`src/csm_pkg.sv`:
```
// Shared constants, payload types and arithmetic step functions for the cone support mapping.
// Used by every module of the block; depends on nothing else.
package csm_pkg;

  localparam int COORD_WIDTH     = 32;
  localparam int FRAC_BITS       = 16;
  localparam int SINE_BITS       = 16;
  localparam int REG_WIDTH       = 31;
  localparam int SINE_WIDTH      = 17;
  localparam int CFG_WIDTH       = 31;
  localparam int CFG_INDEX_WIDTH = 2;
  localparam int SQ_WIDTH        = 2 * COORD_WIDTH;
  localparam int REM_WIDTH       = COORD_WIDTH + 2;
  localparam int PROD_WIDTH      = COORD_WIDTH + REG_WIDTH;
  localparam int APEX_WIDTH      = COORD_WIDTH + SINE_WIDTH;
  localparam int QUEUE_DEPTH     = 4;
  localparam int QPTR_WIDTH      = 2;
  localparam int QCOUNT_WIDTH    = QPTR_WIDTH + 1;

  typedef enum logic [CFG_INDEX_WIDTH-1:0] {
    REG_RADIUS = 2'd0,
    REG_HEIGHT = 2'd1,
    REG_SINE   = 2'd2,
    REG_MARGIN = 2'd3
  } cfg_index_t;

  function automatic logic [COORD_WIDTH-1:0] const_isqrt(input logic [SQ_WIDTH-1:0] q);
    logic [COORD_WIDTH-1:0] res;
    logic [COORD_WIDTH-1:0] cand;
    res = '0;
    for (int i = COORD_WIDTH - 1; i >= 0; i--) begin
      cand = res | (COORD_WIDTH'(1) << i);
      if (SQ_WIDTH'(cand) * SQ_WIDTH'(cand) <= q) begin
        res = cand;
      end
    end
    const_isqrt = res;
  endfunction

  // Length of the fallback direction (-1, -1, -1) in fixed point.
  localparam logic [COORD_WIDTH-1:0] DIAG_LEN =
    const_isqrt(SQ_WIDTH'(3) << (2 * FRAC_BITS));

  typedef struct packed {
    logic                          mode;
    logic signed [COORD_WIDTH-1:0] dir_x;
    logic signed [COORD_WIDTH-1:0] dir_y;
    logic signed [COORD_WIDTH-1:0] dir_z;
  } cone_in_t;

  typedef struct packed {
    logic signed [COORD_WIDTH-1:0] point_x;
    logic signed [COORD_WIDTH-1:0] point_y;
    logic signed [COORD_WIDTH-1:0] point_z;
  } cone_out_t;

  typedef struct packed {
    logic [REG_WIDTH-1:0]  radius;
    logic [REG_WIDTH-1:0]  height;
    logic [SINE_WIDTH-1:0] sine;
    logic [REG_WIDTH-1:0]  margin;
  } cfg_t;

  // Classified item handed from the front to the back.
  typedef struct packed {
    logic                   mode;
    logic [2:0]             neg;
    logic                   apex;
    logic [COORD_WIDTH-1:0] mag_x;
    logic [COORD_WIDTH-1:0] mag_y;
    logic [COORD_WIDTH-1:0] mag_z;
    logic [COORD_WIDTH-1:0] len;
    logic [COORD_WIDTH-1:0] len_xy;
  } cls_t;

  typedef struct packed {
    logic push;
    cls_t item;
  } q_wr_t;

  typedef struct packed {
    logic valid;
    cls_t item;
  } q_rd_t;

  typedef struct packed {
    logic [SQ_WIDTH-1:0]    rad;
    logic [REM_WIDTH-1:0]   rem;
    logic [COORD_WIDTH-1:0] root;
  } sqrt_t;

  function automatic sqrt_t sqrt_step(input sqrt_t s);
    sqrt_t                r;
    logic [REM_WIDTH-1:0] acc;
    logic [REM_WIDTH-1:0] trial;
    acc   = {s.rem[REM_WIDTH-3:0], s.rad[SQ_WIDTH-1 -: 2]};
    trial = {s.root, 2'b01};
    r.rad = {s.rad[SQ_WIDTH-3:0], 2'b00};
    if (acc >= trial) begin
      r.rem  = acc - trial;
      r.root = {s.root[COORD_WIDTH-2:0], 1'b1};
    end else begin
      r.rem  = acc;
      r.root = {s.root[COORD_WIDTH-2:0], 1'b0};
    end
    sqrt_step = r;
  endfunction

endpackage

```
`src/csm_queue.sv`:
```
// Short queue that decouples the front part from the back part.
// Depends on csm_pkg.
module csm_queue (
  input  logic           clk,
  input  logic           rst,
  input  csm_pkg::q_wr_t q_wr,
  output logic           q_ready,
  output csm_pkg::q_rd_t q_rd,
  input  logic           pop
);
  import csm_pkg::*;

  cls_t                    mem [QUEUE_DEPTH];
  logic [QPTR_WIDTH-1:0]   wr_ptr, rd_ptr;
  logic [QCOUNT_WIDTH-1:0] count;

  assign q_ready    = count < QCOUNT_WIDTH'(QUEUE_DEPTH);
  assign q_rd.valid = count != '0;
  assign q_rd.item  = mem[rd_ptr];

  always_ff @(posedge clk) begin
    if (q_wr.push) begin
      mem[wr_ptr] <= q_wr.item;
    end
  end

  always_ff @(posedge clk) begin
    if (rst) begin
      wr_ptr <= '0;
      rd_ptr <= '0;
      count  <= '0;
    end else begin
      if (q_wr.push) begin
        wr_ptr <= wr_ptr + 1'b1;
      end
      if (pop) begin
        rd_ptr <= rd_ptr + 1'b1;
      end
      if (q_wr.push && !pop) begin
        count <= count + 1'b1;
      end else if (pop && !q_wr.push) begin
        count <= count - 1'b1;
      end
    end
  end

`ifndef SYNTHESIS
  assert property (@(posedge clk) disable iff (rst)
    !(q_wr.push && count == QCOUNT_WIDTH'(QUEUE_DEPTH)))
    else $error("Transfer into a full queue.");
  assert property (@(posedge clk) disable iff (rst) pop |-> count != '0)
    else $error("Transfer out of an empty queue.");
  assert property (@(posedge clk) disable iff (rst)
    (q_wr.push && !pop) |=> count == $past(count) + 1'b1)
    else $error("Queue fill count lost an item.");
`endif

endmodule

```
`config.mk`:
```
export PLATFORM = sky130hd
export DESIGN_NAME = csm_queue
export DESIGN_NICKNAME = d
export VERILOG_FILES = /design/src/csm_pkg.sv /design/src/csm_queue.sv
export SDC_FILE = /design/constraint.sdc
export NUM_CORES = 1
export LEC_CHECK = 0
export BUFFER_PORTS_ARGS = -buffer_cell sky130_fd_sc_hd__buf_2
export CORE_MARGIN = 5
export CORE_UTILIZATION = 50
export DETAILED_ROUTE_END_ITERATION = 10
export PLACE_DENSITY = 0.71
export SLEW_MARGIN = 20
export SYNTH_ARGS = -nofsm -noshare
export SYNTH_HDL_FRONTEND = slang
export SYNTH_SLANG_ARGS = --single-unit
```
`constraint.sdc`:
```
create_clock -name clk -period 7.1 [get_ports clk]
set_clock_uncertainty 0.05 [all_clocks]
set_input_delay 0.71 -clock clk [delete_from_list [all_inputs] [get_ports clk]]
set_output_delay 0.71 -clock clk [all_outputs]
set_load 0.02 [all_outputs]
```
# ---- Word level (Yosys, flattened, before mapping)
# Memory sizes are Yosys's and may differ from the RTL's. A register that Yosys moved wholly into a read port is not among the register bits.
# Cells that the tools add are included.
dict set report op_classes {
  addsub 4
  shifts 0
  mul 0
  mux 6
  bitwise 0
  div_mod_pow 0
  eq_ne 0
  magnitude_cmp 1
  n_reduce_logical 6
}
# cell count
set op_table {}
lappend op_table {{$mux W3} 2}
lappend op_table {{$add A2 B1 Y2 const B} 2}
lappend op_table {{$mux W2} 2}
lappend op_table {{$add A3 B1 Y3 const B} 1}
lappend op_table {{$lt A3 B3 Y1 const B} 1}
lappend op_table {{$reduce_bool A3 Y1} 1}
lappend op_table {{$sub A3 B1 Y3 const B} 1}
lappend op_table {{$logic_and A1 B1 Y1} 2}
lappend op_table {{$logic_not A1 Y1} 2}
lappend op_table {{$mux W1} 2}
lappend op_table {{$reduce_bool A2 Y1} 1}
dict set report totals {
  mem_bits_ro 0
  n_memories 1
  out_inout_bits 167
  elab_cells 21
  mem_bits_rw 660
  regBits 7
  inputBits 169
  latchBits 0
}
# memory words width read_ports rd_ports_with_merged_regs wr line
set memory_table {}
lappend memory_table {mem 4 165 1 1 1 csm_queue.sv:13} ;# cls_t mem [QUEUE_DEPTH];

# ---- Longest topological paths before layout
dict set report logic_depth {
  depth_word 4
  ltp_mapped 7
  mapped_depth_nobuf 7
}

# ---- Worst setup path before layout
# Ideal clock, no wire load.
dict set report synth_path {
  path_kind {in2reg}
  from {input q_wr[165] in the netlist's numbering}
  to {memory mem[0][0] in the netlist's numbering, enable pin}
  n_path_buf 0
  cell_stages 1
  arrival_time_ns 4.468
  path_slack_ns 2.038
  required_time_ns 6.506
  setup_time_ns 0.544
  cell_sequence {and2_1}
}
dict set report synth_between {
  elab_chain_len 2
}
# item line
set synth_rtl {}
lappend synth_rtl {{start, declared} csm_queue.sv:6} ;# input csm_pkg::q_wr_t q_wr,
lappend synth_rtl {{$mux W1} csm_queue.sv:22} ;# if (q_wr.push) begin
lappend synth_rtl {{$mux W1 (implied by the code)} csm_queue.sv:23} ;# mem[wr_ptr] <= q_wr.item;
lappend synth_rtl {{end, declared} csm_queue.sv:13}
# No other way between the ends.

==> results.md <==
- Worst hold path cell count: 1
- Outcome: finished, final reports clean
- Root Buffer: clkbuf_16
- H-tree depth: 3
- Initial antenna violation count: 11
- Post-CTS setup buffers: 0
- Grt ovf: 0
- Capturing element type of the critical path: output port
- Least-Margin Pin Slew: 1158 ps
- Gate count of the mapped netlist: 906
- Yosys warns: 0
- TritonCTS clock tree: yes
- Final slew viol count: 0
- Cts hold-fix bufs: 0
- CP required: 6340 ps
- R2R depth: 4
- Relative slew slack: 0.2281
- Skew-Pair Late Insertion Delay: 570 ps
- Hpwl dp: 26620 um
- Cell Int Power: 6.971 mW
- Clk pwr share: 0.387
- Tightest Hold Check Type: in2reg
- PwrDens: 312.4 mW/mm^2
- Max Clk Rate: 260.0 MHz
- Iteration-0 DRC Markers: 566
- Leakage: 9.626 nW
- Area of the core: 0.04855 mm^2
- Chip Width: 230.8 um
- Minimum clock period: 3845 ps
- Unrepaired setup endpoints after global routing: false
- Die Y: 230.8 um
- CP cell instances: buf_4 > mux4_2 > buf_2
- Mapped Area: 0.02438 mm^2
- Buffers on Ports: 335
- Switching power: 2.012 mW
- DIE AREA: 0.05327 mm^2
- Final WL: 46200 um
- GPL Wtd Cong: 0.7421
- First-pass GRT wire length: 69880 um
- Setup TNS: 0 ps
- PostCTS Resize Cnt: 0
- CP Class: reg2out
- Area growth, synth to finish: 17.93%
- Post-route ant nets: 0
- CP max stage cell: dfxtp_4
- CP peak stage delay: 900 ps
- Total power: 8.983 mW
- Num CTS Buffers: 67
- Switch share: 0.2240
- Max_cap viols: 0
- Fillers: 3395
- Worst VDD drop: 0.0002451 V
- Final period util: 0.5416
- Worst-path maximum fanout: 42
- DRC: 0
- Number of global-route vias before repair: 11350
- Final setup fails: 0
- Clock Sinks: 669
- Fin. Hold Viols: 0
- Final nets: 1457
- Clock Path Buffers: 3
- DRT Pass-1 Iters: 4
- Total number of vias: 10710
- Initial Utilization: 0.5022
- Sequential fraction of the synthesis area: 0.8204
- Share of power burned in registers: 0.513
- Comb power frac: 0.100
- Pin count of the biggest net entering global routing: 166
- Clock transition at path regs: 60 ps
- IO Count: 336
- Startpoint Class: flip-flop
- Mean Syn Cell Area: 26.91 um^2
- Synthesized flop and latch total: 669
- Fraction of layout cells with a size suffix above 1: 0.4580
- DR vias/cell: 5.463
- Mapped Nets: 1081
- GRT Overall Usage: 0.1732
- Wirelength per Cell: 23.56 um
- Worst EP arrival: 3090 ps
- Yosys cell types: 21
- Std cell rows: 81
metrics by stage:
step	hold slack (ps)	instance area [um^2]	setup WS, ps	util	cells
after floorplan	416.1	24380	2038	-	906
after global placement	440.7	26540	3680	0.5468	1835
after detailed placement	466.2	26540	3665	0.5468	1835
after CTS	236.9	28740	3030	0.5919	1956
after global routing	253.6	28740	2920	0.5921	1958
final	287.0	28750	3255	0.5922	1961
path summary, 6_finish.rpt:
path                                 from    endpoint  slack, ps
worst min register to register   count[2]    count[2]        470
worst max-delay path            flip-flop    q_rd[51]       3250
worst max register to register  wr_ptr[0]  mem[0][29]       4420
worst min-delay path             q_wr[66]  mem[3][66]        290
worst max-delay path: cells and delay by family (launching register included):
| kind | cells | cell delay, ps |
|---|---|---|
| multiplexers | 1 | 610 |
| flip-flops | 1 | 900 |
| buffers and inverters | 2 | 960 |
cell families after synthesis:
kind of cell | count (synthesis) | synth area share
fa+ha+maj | 6 | 0.003387
xor+xnor | 5 | 0.001797
compound gates | 2 | 0.0004102
simple gates | 14 | 0.002771
buf+inv | 43 | 0.01802
flops | 669 | 0.8204
mux | 167 | 0.1533
power groups by stage:
stage          Combinational, mW  Sequential, mW  Clock [mW]
2_1_floorplan              0.632            4.68           0
3_3_place_gp               0.911            4.69           0
3_5_place_dp               0.921            4.70           0
4_1_cts                    0.924            4.61        3.57
5_1_grt                    0.965            4.62        3.74
6_report                   0.902            4.61        3.47
layout make-up:
cell class / instances / area [um^2] / share of cell area
flip-flops and latches: 669 / 20010 / 0.6959
multi-input cells: 194 / 3950 / 0.1374
clock buffers: 83 / 1800 / 0.06263
repair buffers: 345 / 1789 / 0.06224
well taps: 622 / 778.2 / 0.02707
clock inverters: 38 / 392.9 / 0.01367
inverters: 5 / 18.77 / 0.0006528
diodes: 5 / 12.51 / 0.0004352
sequential cells by signal (all words and copies together), names as in the netlist, named ones only:
signal  cells
count       3
mem       660
rd_ptr      2
wr_ptr      2
cell usage after synthesis:
library cell	count	share of area
clkbuf_1	3	0.00046
a21oi_1	1	0.00021
buf_2	16	0.0033
dfxtp_1	9	0.0074
xor2_1	3	0.0011
buf_4	1	0.00031
mux4_2	165	0.15
o21ai_0	1	0.00021
buf_12	11	0.0090
inv_1	5	0.00077
buf_6	1	0.00046
mux2i_1	2	0.00082
nand2_1	1	0.00015
or3_1	2	0.00051
xnor2_1	2	0.00072
and2_1	4	0.0010
nor2_1	7	0.0011
fa_1	1	0.00082
ha_1	5	0.0026
edfxtp_1	660	0.81
buf_8	6	0.0037
cell usage in the layout (no fill, tap or decap), types with 7 or more instances in the layout:
cell	netlist	routed
buf_2	16	335
buf_4	1	7
bufinv_16	0	7
clkbuf_1	3	13
clkbuf_16	0	70
clkinv_1	0	13
clkinv_2	0	11
dfxtp_1	9	7
edfxtp_1	660	660
mux4_2	165	165
nor2_1	7	7
per-layer routing:
layer	vias up	global-route usage	routed length, um
met2	313	0.2755	22920
met3	57	0.05903	3797
li1	4684	-	-
met5	-	0	112
met1	5643	0.2314	18660
met4	16	0.05201	719
Power figures use the tool's default switching activity.
